File: config.mk
export PLATFORM = sky130hd
export DESIGN_NAME = pwm_timer_setting_controller
export DESIGN_NICKNAME = d
export VERILOG_FILES = /design/src/pts_pkg.sv /design/src/pts_div.sv /design/src/pts_datapath.sv /design/src/pts_ctrl.sv /design/src/pwm_timer_setting_controller.sv
export VERILOG_INCLUDE_DIRS = /design/src /design/src/src
export SDC_FILE = /design/constraint.sdc
export NUM_CORES = 2
export LEC_CHECK = 0
export ABC_AREA = 1
export ABC_CLOCK_PERIOD_IN_PS = 9860
export BUFFER_PORTS_ARGS = -buffer_cell sky130_fd_sc_hd__buf_2
export CORE_ASPECT_RATIO = 1.2
export CORE_MARGIN = 5
export CORE_UTILIZATION = 63
export CTS_CLUSTER_DIAMETER = 30
export DETAILED_ROUTE_END_ITERATION = 8
export PLACE_DENSITY = 0.82
export SETUP_SLACK_MARGIN = 0.4
export SLEW_MARGIN = 20
export SYNTH_ARGS = -nofsm -noshare
export SYNTH_HDL_FRONTEND = slang
export SYNTH_SLANG_ARGS = --single-unit
File: constraint.sdc
create_clock -name clk -period 9.86 [get_ports clk]
set_input_delay 1.972 -clock clk [delete_from_list [all_inputs] [get_ports clk]]
set_output_delay 1.972 -clock clk [all_outputs]
set_load 0.01 [all_outputs]
File: src/pwm_timer_setting_controller_defines.svh
// Assertion macros for the PWM timer setting controller.
`ifndef PWM_TIMER_SETTING_CONTROLLER_DEFINES_SVH
`define PWM_TIMER_SETTING_CONTROLLER_DEFINES_SVH
`ifndef SYNTHESIS
`define PTS_ASSERT(label, clk, rst_n, prop, msg) \
  label: assert property (@(posedge clk) disable iff (!rst_n) prop) else $error(msg);
`define PTS_ASSERT_NR(label, clk, prop, msg) \
  label: assert property (@(posedge clk) prop) else $error(msg);
`else
`define PTS_ASSERT(label, clk, rst_n, prop, msg)
`define PTS_ASSERT_NR(label, clk, prop, msg)
`endif
`endif

File: src/pts_pkg.sv
// Types and constants shared by the PWM timer setting controller.
package pts_pkg;
  localparam logic [31:0] RECORD_MAGIC = 32'h5057_4D53;
  localparam logic [19:0] FREQ_RESET   = 20'd10000;
  // ceil(2^30 / 100): exact floor division by 100 for numerators below 2^23
  localparam logic [23:0] PULSE_RECIP  = 24'd10737419;

  typedef enum logic [3:0] {
    ACT_SETFREQ = 4'd0, ACT_SETDUTY = 4'd1, ACT_INCFREQ = 4'd2,
    ACT_DECFREQ = 4'd3, ACT_INCDUTY = 4'd4, ACT_DECDUTY = 4'd5,
    ACT_LOAD    = 4'd6, ACT_SAVED   = 4'd7, ACT_RETIME  = 4'd8
  } action_t;

  typedef enum logic [1:0] {
    CFG_MIN_FREQ = 2'd0, CFG_MAX_FREQ = 2'd1, CFG_FREQ_STEP = 2'd2, CFG_DUTY_STEP = 2'd3
  } cfg_idx_t;

  typedef struct packed {
    logic [3:0]  action;
    logic [31:0] frequency_in;
    logic [7:0]  duty_in;
    logic [31:0] now_ms;
    logic [31:0] record_magic;
    logic [31:0] record_checksum;
    logic        save_ok;
  } in_req_t;

  typedef struct packed {
    logic [19:0] frequency_out;
    logic [6:0]  duty_out;
    logic [15:0] prescaler_out;
    logic [15:0] period_out;
    logic [16:0] pulse_out;
    logic        dirty_out;
    logic [31:0] dirty_time_out;
    logic        load_ok;
  } out_req_t;

  // controller -> datapath
  typedef struct packed {
    logic apply;     // apply command using the request at the input
    logic tm_start;  // start timer search
    logic div_start; // start divider
    logic pulse;     // compute pulse numerator
    logic pul_start; // scale pulse numerator by 1/100
    logic finish;    // reserved; the result is written through load_res
  } pts_cmd_t;

  // datapath -> controller
  typedef struct packed {
    logic div_done;
    logic search_done;
  } pts_sts_t;
endpackage

File: src/pts_div.sv
// Restoring divider, one quotient bit per cycle.
module pts_div import pts_pkg::*; (
  input  logic        clk,
  input  logic        rst_n,
  input  logic        start,
  input  logic [31:0] dividend,
  input  logic [31:0] divisor,
  output logic        done,
  output logic [31:0] quotient
);
  logic [31:0] q_r, q_nxt, d_r, d_nxt;
  logic [32:0] rem_r, rem_nxt, trial;
  logic [5:0]  cnt_r, cnt_nxt;
  logic        busy_r, busy_nxt;

  always_comb begin
    q_nxt = q_r; d_nxt = d_r; rem_nxt = rem_r; cnt_nxt = cnt_r; busy_nxt = busy_r;
    trial = {rem_r[31:0], q_r[31]} - {1'b0, d_r};
    if (start) begin
      q_nxt = dividend; d_nxt = divisor; rem_nxt = '0; cnt_nxt = 6'd32; busy_nxt = 1'b1;
    end else if (busy_r) begin
      if (!trial[32]) begin
        rem_nxt = trial; q_nxt = {q_r[30:0], 1'b1};
      end else begin
        rem_nxt = {rem_r[31:0], q_r[31]}; q_nxt = {q_r[30:0], 1'b0};
      end
      cnt_nxt = cnt_r - 6'd1;
      if (cnt_r == 6'd1) busy_nxt = 1'b0;
    end
  end

  always_ff @(posedge clk) begin
    if (!rst_n) begin
      busy_r <= 1'b0; cnt_r <= '0;
    end else begin
      busy_r <= busy_nxt; cnt_r <= cnt_nxt;
    end
    q_r <= q_nxt; d_r <= d_nxt; rem_r <= rem_nxt;
  end

  assign done     = !busy_r && !start;
  assign quotient = q_r;
endmodule

File: src/pts_datapath.sv
// Settings registers, command apply, prescaler search and pulse math.
module pts_datapath import pts_pkg::*; #(
  parameter int unsigned CLOCK_HZ   = 72000000,
  parameter int unsigned PERIOD_MAX = 65535
) (
  input  logic        clk,
  input  logic        rst_n,
  input  logic        cfg_we,
  input  logic [1:0]  cfg_sel,
  input  logic [19:0] cfg_data,
  input  in_req_t     req,
  input  pts_cmd_t    cmd,
  output pts_sts_t    sts,
  output out_req_t    res
);
  localparam logic [31:0] CLK_W = 32'(CLOCK_HZ);
  localparam logic [31:0] PMAX  = 32'(PERIOD_MAX);

  logic [19:0] min_f_r, max_f_r, fstep_r;
  logic [6:0]  dstep_r;
  logic [19:0] freq_r, freq_nxt;
  logic [6:0]  duty_r, duty_nxt;
  logic [15:0] pre_r, per_r;
  logic        dirty_r, dirty_nxt, lok_r, lok_nxt;
  logic [31:0] dtime_r, dtime_nxt;

  // search state
  logic [15:0] p_r;      // prescaler of the trial in progress
  logic [31:0] ticks_r;  // clk/(p+1) of the trial in progress
  logic        phase_r;  // 0: clk/(p+1), 1: /f
  logic        srch_r, dgo_r, dgo_nxt;
  logic        more0, more, step_ok;
  logic [31:0] dvd, dvs, quo;
  logic        ddone, dstart;
  logic [23:0] num_r;
  logic [16:0] pulse_r;
  logic [47:0] pprod;

  always_ff @(posedge clk) begin
    if (!rst_n) begin
      min_f_r <= 20'd1000; max_f_r <= 20'd200000; fstep_r <= 20'd1000; dstep_r <= 7'd1;
    end else if (cfg_we) begin
      unique case (cfg_idx_t'(cfg_sel))
        CFG_MIN_FREQ:  min_f_r <= cfg_data;
        CFG_MAX_FREQ:  max_f_r <= cfg_data;
        CFG_FREQ_STEP: fstep_r <= cfg_data;
        CFG_DUTY_STEP: dstep_r <= cfg_data[6:0];
      endcase
    end
  end

  // command apply, using the request presented at the input
  logic [31:0] fset, fc;
  logic [20:0] fsum;
  logic [19:0] finc;
  logic [7:0]  dsum, dset;
  always_comb begin
    freq_nxt = freq_r; duty_nxt = duty_r; dirty_nxt = dirty_r;
    dtime_nxt = dtime_r; lok_nxt = 1'b0;
    fsum = {1'b0, freq_r} + {1'b0, fstep_r};
    dsum = {1'b0, duty_r} + {1'b0, dstep_r};
    fset = req.frequency_in;
    dset = (req.duty_in > 8'd100) ? 8'd100 : req.duty_in;
    fc = (fset < {12'd0, min_f_r}) ? {12'd0, min_f_r} : fset;
    fc = (fc > {12'd0, max_f_r}) ? {12'd0, max_f_r} : fc;
    // raise to min, then lower to max, as for a direct set
    finc = (fsum[19:0] < min_f_r) ? min_f_r : fsum[19:0];
    finc = (finc > max_f_r) ? max_f_r : finc;
    unique case (req.action)
      ACT_SETFREQ: begin
        freq_nxt = fc[19:0]; dirty_nxt = 1'b1; dtime_nxt = req.now_ms;
      end
      ACT_SETDUTY: begin
        duty_nxt = dset[6:0]; dirty_nxt = 1'b1; dtime_nxt = req.now_ms;
      end
      ACT_INCFREQ: if (fsum <= {1'b0, max_f_r}) begin
        freq_nxt = finc;
        dirty_nxt = 1'b1; dtime_nxt = req.now_ms;
      end
      ACT_DECFREQ: if (fstep_r <= freq_r && (freq_r - fstep_r) >= min_f_r) begin
        freq_nxt = ((freq_r - fstep_r) > max_f_r) ? max_f_r : freq_r - fstep_r;
        dirty_nxt = 1'b1; dtime_nxt = req.now_ms;
      end
      ACT_INCDUTY: if (dsum <= 8'd100) begin
        duty_nxt = dsum[6:0]; dirty_nxt = 1'b1; dtime_nxt = req.now_ms;
      end
      ACT_DECDUTY: if (dstep_r <= duty_r) begin
        duty_nxt = duty_r - dstep_r; dirty_nxt = 1'b1; dtime_nxt = req.now_ms;
      end
      ACT_LOAD: if (req.record_magic == RECORD_MAGIC &&
                    req.record_checksum == (req.record_magic ^ req.frequency_in ^
                                            {24'd0, req.duty_in}) &&
                    req.frequency_in >= {12'd0, min_f_r} &&
                    req.frequency_in <= {12'd0, max_f_r} && req.duty_in <= 8'd100) begin
        freq_nxt = req.frequency_in[19:0]; duty_nxt = req.duty_in[6:0]; lok_nxt = 1'b1;
      end
      ACT_SAVED: if (req.save_ok) begin
        dirty_nxt = 1'b0; dtime_nxt = '0;
      end
      ACT_RETIME: dtime_nxt = req.now_ms;
      default: ;
    endcase
  end

  logic [31:0] f_eff;
  assign f_eff  = (freq_r == '0) ? 32'd1 : {12'd0, freq_r};
  assign dstart = cmd.div_start || dgo_r;
  always_comb begin
    if (cmd.div_start) begin
      dvd = CLK_W; dvs = f_eff;
    end else if (!phase_r) begin
      dvd = CLK_W; dvs = {16'd0, p_r} + 32'd1;
    end else begin
      dvd = ticks_r; dvs = f_eff;
    end
  end

  pts_div u_div (
    .clk(clk), .rst_n(rst_n), .start(dstart), .dividend(dvd), .divisor(dvs),
    .done(ddone), .quotient(quo)
  );

  // another trial is needed while the period does not fit
  assign more0   = (quo - 32'd1) > PMAX;
  assign more    = more0 && (p_r != 16'hFFFF);
  assign step_ok = srch_r && ddone && !dgo_r;
  assign dgo_nxt = (cmd.tm_start && quo != '0 && more0) ||
                   (!cmd.tm_start && step_ok && (!phase_r || (quo != '0 && more)));

  always_ff @(posedge clk) begin
    if (!rst_n) begin
      freq_r <= FREQ_RESET; duty_r <= '0; dirty_r <= 1'b0; dtime_r <= '0; lok_r <= 1'b0;
      srch_r <= 1'b0; dgo_r <= 1'b0; phase_r <= 1'b0;
    end else begin
      dgo_r <= dgo_nxt;
      if (cmd.apply) begin
        freq_r <= freq_nxt; duty_r <= duty_nxt; dirty_r <= dirty_nxt;
        dtime_r <= dtime_nxt; lok_r <= lok_nxt;
      end
      if (cmd.tm_start) begin
        // first quotient clk/f is ready
        phase_r <= 1'b0;
        if (quo == '0) begin
          p_r <= '0; pre_r <= '0; per_r <= '0; srch_r <= 1'b0;
        end else if (more0) begin
          p_r <= 16'd1; srch_r <= 1'b1;
        end else begin
          p_r <= '0; pre_r <= '0; per_r <= quo[15:0] - 16'd1; srch_r <= 1'b0;
        end
      end else if (step_ok) begin
        if (!phase_r) begin
          // clk/(p+1) done: divide it by f next
          ticks_r <= quo; phase_r <= 1'b1;
        end else if (quo == '0) begin
          pre_r <= p_r; per_r <= '0; srch_r <= 1'b0;
        end else if (more) begin
          p_r <= p_r + 16'd1; phase_r <= 1'b0;
        end else begin
          pre_r <= p_r; per_r <= quo[15:0] - 16'd1; srch_r <= 1'b0;
        end
      end
    end
    if (cmd.pulse) num_r <= 24'(({8'd0, per_r} + 24'd1) * {17'd0, duty_r});
    if (cmd.pul_start) pulse_r <= pprod[46:30];
  end

  assign pprod = {24'd0, num_r} * {24'd0, PULSE_RECIP};

  assign sts.div_done    = ddone;
  assign sts.search_done = !srch_r;

  always_comb begin
    res.frequency_out  = freq_r;
    res.duty_out       = duty_r;
    res.prescaler_out  = pre_r;
    res.period_out     = per_r;
    res.pulse_out      = pulse_r;
    res.dirty_out      = dirty_r;
    res.dirty_time_out = dtime_r;
    res.load_ok        = lok_r;
  end
endmodule

File: src/pts_ctrl.sv
// Sequencer for one request: apply, timer search, pulse, result.
module pts_ctrl import pts_pkg::*; (
  input  logic     clk,
  input  logic     rst_n,
  input  logic     in_valid,
  output logic     in_stall,
  output logic     out_valid,
  input  logic     out_stall,
  input  pts_sts_t sts,
  output pts_cmd_t cmd,
  output logic     load_res
);
  typedef enum logic [6:0] {
    S_IDLE = 7'b0000001, S_DIV0 = 7'b0000010, S_WAIT0 = 7'b0000100,
    S_SRCH = 7'b0001000, S_PUL = 7'b0010000, S_PWAIT = 7'b0100000,
    S_DONE = 7'b1000000
  } state_t;
  state_t st_r, st_nxt;
  logic ov_r, ov_nxt;

  always_comb begin
    st_nxt = st_r; ov_nxt = ov_r; cmd = '0; load_res = 1'b0;
    if (ov_r && !out_stall) ov_nxt = 1'b0;
    unique case (st_r)
      S_IDLE: if (in_valid) begin
        cmd.apply = 1'b1; st_nxt = S_DIV0;
      end
      S_DIV0: begin cmd.div_start = 1'b1; st_nxt = S_WAIT0; end
      S_WAIT0: if (sts.div_done) begin cmd.tm_start = 1'b1; st_nxt = S_SRCH; end
      S_SRCH: if (sts.search_done && sts.div_done) begin
        cmd.pulse = 1'b1; st_nxt = S_PUL;
      end
      S_PUL: begin cmd.pul_start = 1'b1; st_nxt = S_PWAIT; end
      S_PWAIT: if (sts.div_done) st_nxt = S_DONE;
      S_DONE: if (!ov_r || !out_stall) begin
        load_res = 1'b1; ov_nxt = 1'b1; st_nxt = S_IDLE;
      end
      default: st_nxt = S_IDLE;
    endcase
  end

  always_ff @(posedge clk) begin
    if (!rst_n) begin
      st_r <= S_IDLE; ov_r <= 1'b0;
    end else begin
      st_r <= st_nxt; ov_r <= ov_nxt;
    end
  end

  assign in_stall  = (st_r != S_IDLE);
  assign out_valid = ov_r;
endmodule

File: src/pwm_timer_setting_controller.sv
// One request is processed at a time: in_stall stays high from accept until the result
// is loaded. Each prescaler trial runs two divisions on one shared restoring divider; one
// trial is needed per prescaler step above zero (about 1100 at 1 Hz and 72 MHz).
// A finished result waits in the output register while stalled; the next request is
// still accepted, and only its result is held back until that stall ends.
// Reset (rst_n, synchronous): frequency 10000, duty 0, clean, default limits.
`include "pwm_timer_setting_controller_defines.svh"
module pwm_timer_setting_controller import pts_pkg::*; #(
  parameter int unsigned CLOCK_HZ   = 72000000,
  parameter int unsigned PERIOD_MAX = 65535
) (
  input  logic        clk,
  input  logic        rst_n,
  input  logic        cfg_we,
  input  logic [1:0]  cfg_index,
  input  logic [19:0] cfg_wdata,
  input  logic        in_valid,
  output logic        in_stall,
  input  in_req_t     in_data,
  output logic        out_valid,
  input  logic        out_stall,
  output out_req_t    out_data
);
  pts_cmd_t cmd;
  pts_sts_t sts;
  out_req_t res;
  logic     load_res;
  out_req_t out_r;

  pts_ctrl u_ctrl (
    .clk(clk), .rst_n(rst_n), .in_valid(in_valid), .in_stall(in_stall),
    .out_valid(out_valid), .out_stall(out_stall), .sts(sts), .cmd(cmd),
    .load_res(load_res)
  );

  pts_datapath #(.CLOCK_HZ(CLOCK_HZ), .PERIOD_MAX(PERIOD_MAX)) u_dp (
    .clk(clk), .rst_n(rst_n), .cfg_we(cfg_we), .cfg_sel(cfg_index), .cfg_data(cfg_wdata),
    .req(in_data), .cmd(cmd), .sts(sts), .res(res)
  );

  always_ff @(posedge clk) begin
    if (load_res) out_r <= res;
  end
  assign out_data = out_r;

  `PTS_ASSERT(a_no_accept_busy, clk, rst_n, in_stall |-> !cmd.apply, "apply while busy")
  `PTS_ASSERT(a_out_hold, clk, rst_n, (out_valid && out_stall) |=> out_valid, "result dropped")
  `PTS_ASSERT(a_load_after, clk, rst_n, load_res |=> out_valid, "result not shown")
endmodule

==> out/metrics.cfg <==
[clocking]
cts.htree.levels=3
clk_pin_slew_worst_paths_ps=50
root_buffer=clkbuf_16
clock_latency_ps=660
cts_setup_buffers=0
cts_resized=0
cts_buffers=89
cts_hold_buf=0
cts_tree=built
cts_sinks=461
cts_buffer_depth=3

[die]
die_x_um=252.4
std_cell_rows=106
die_h_um=300.8
start_util_pct=63.66
top_level_ports=280
dieArea_sq_mm=0.07592
fp.coreArea_sq_mm=0.06976

[yosys]
ys_seq_elements=461
synth_ff_type=edfxtp_1
ys_async_sr_fraction_pct=0
synth_area_leaders=edfxtp_1 19%, ha_1 16%, fa_1 14%
post_synth_num_cell_types=61
yosysTopAreaCell=edfxtp_1
postSynthCellCount=5672
synth_edf_count=283
yosysWarnings=0
synth_seq_area_share_pct=27.16
syn-num-nets=6698
synth_top_area_share_pct=19.14
avgSynthCellArea_sq_um=7.829
netlist_area_sq_mm=0.04441

[final_layout]
layout.nets=6979
mostFrequentLayoutCells=1265 x nand2_1, 958 x inv_1, 592 x nor2_1
layout_commonest_cell=nand2_1
drive_gt1_share_pct=8.509
area_delta_synth_final_pct=12.30
post-route-util_pct=71.49

[timing]
max_slew.worst_pin.slew_ps=1118
fin_skew_ps=55.71
tns_ps=0
rsz0062_at_grt=no
finalCriticalPeriod_ps=6919
setup_viol=0
final_max_slew_viol_count=0
hold_viol=0
relSlewSlack_pct=25.48
timing.fmax_mhz=144.5
period_share_pct=70.17

[route]
drc=0
wl_met2_um=68090
dr.first_iter.drc_count=3388
routed_via_density=5.774
drt-met1-wl_um=52150
first_pass_iters=6
dr_wl_met3_um=11380
ant_nets=0
routedWlPerCell_um=20.53
vias=40154
routed.top_layer=met4
routed_wl_um=142800

[power_and_ir_drop]
leakagePower_nw=25.00
vdd.ir_drop.worst_mv=0.3704
power_density_mw_per_mm2=277.6

[place]
io_buffer_count=279
place_congestion=1.016
dp_hpwl_um=112300

[hold_path]
hold_class=reg -> reg
min_from=u_dp.pre_r[14]$_SDFFCE_PP0P_

[global_route]
grt_overflow=0
grt_pass1_wl_um=219400
grt_usage_pct=36.83
grt_pass1_vias=40221
antenna_found_initial=9
grt_max_degree=72

[critical_path]
worstSetupStartpoint=u_dp.freq_r[11]$_SDFFE_PN0P_
path_buf_inv=3
worstSetupStartpointType=flip-flop
path_common_cell=nand2_1
regToRegSetupSlack_ps=2940
max_stage_delay_ps=780
path_max_fanout=27
required_ps=10360
endpoint_kind=flip-flop
cp_data_arrival_time_ps=7420
slowest_stage=nand2_1
path_delay_family=simple AND/OR/NAND/NOR gates
rr_startpoint=u_dp.freq_r[11]$_SDFFE_PN0P_
crit_type=reg -> reg

[flow_run]
drv_cap=0

[status]
status=completed

cell families (layout without fill, tap and decap cells):
kind of cell | after synthesis | after routing | share of synthesized area (%)
other | 0 | 7 | 0
XOR/XNOR | 146 | 146 | 2.880
AND/OR/NAND/NOR | 2386 | 2386 | 22.21
buffers and inverters | 1085 | 1442 | 9.365
flip-flops | 461 | 461 | 27.16
adder cells (fa/ha/maj) | 858 | 858 | 29.30
AO/OA/AOI/OAI | 736 | 736 | 9.084
final timing paths:
| path | to | depth (start not counted) |
|---|---|---|
| hold / removal | out_data[81]$_DFFE_PP_ | 0 |
| hold reg to reg | out_data[81]$_DFFE_PP_ | 0 |
| setup / recovery | u_dp.freq_r[4]$_SDFFE_PN1P_ | 35 |
| setup reg to reg | u_dp.freq_r[4]$_SDFFE_PN1P_ | 35 |
layer usage:
metal / GRT usage, % / vias to the layer above
li1: - / 18926
met1: 43.61 / 18675
met2: 61.89 / 1993
met3: 6.842 / 560
met4: 23.11 / 0
met5: 0 / -
Yosys cell counts, types with 48 or more instances:
library cell and count:
ha_1 555, xor2_1 98, a21oi_1 328, nand4_1 70
nor2_1 597, dfxtp_1 178, xnor2_1 48, nand3_1 327
edfxtp_1 283, o21ai_0 257, inv_1 959, clkbuf_1 71
fa_1 303, nand2_1 1266
per-stage QoR:
step	setup WS (ps)	power, W	cells	hold slack (ps)	cell area, sq um
floorplan	2085	0.008320	5672	400.3	44410
global placement	2862	0.01024	6780	401.9	46660
detailed placement	2811	0.01043	6780	404.5	46660
CTS	3109	0.01373	6947	419.1	49850
global route	2335	0.01498	6949	420.5	49860
finish	2941	0.01385	6954	417.3	49870
flip-flops by register name, summed over array words and instances, names as in the netlist, 24 cells and up:
name                 cells
u_dp.u_div.quotient     32
out_data               110
u_dp.u_div.rem_r        32
u_dp.num_r              24
u_dp.dtime_r            32
u_dp.ticks_r            32
cell type report:
class,count,area [sq um]
well taps,918,1149
flip-flops and latches,461,12060
inverters,969,3637
multi-input cells,4126,28220
fillers,5633,19890
repair buffers,306,1602
clock inverters,60,809.5
diodes,7,17.52
clock buffers,107,2377
report_power, final:
| part | internal, W | switching (W) |
|---|---|---|
| Sequential | 0.00243 | 0.000224 |
| Clock | 0.00207 | 0.00113 |
| Combinational | 0.00284 | 0.00515 |
Power figures use the tool's default switching activity.
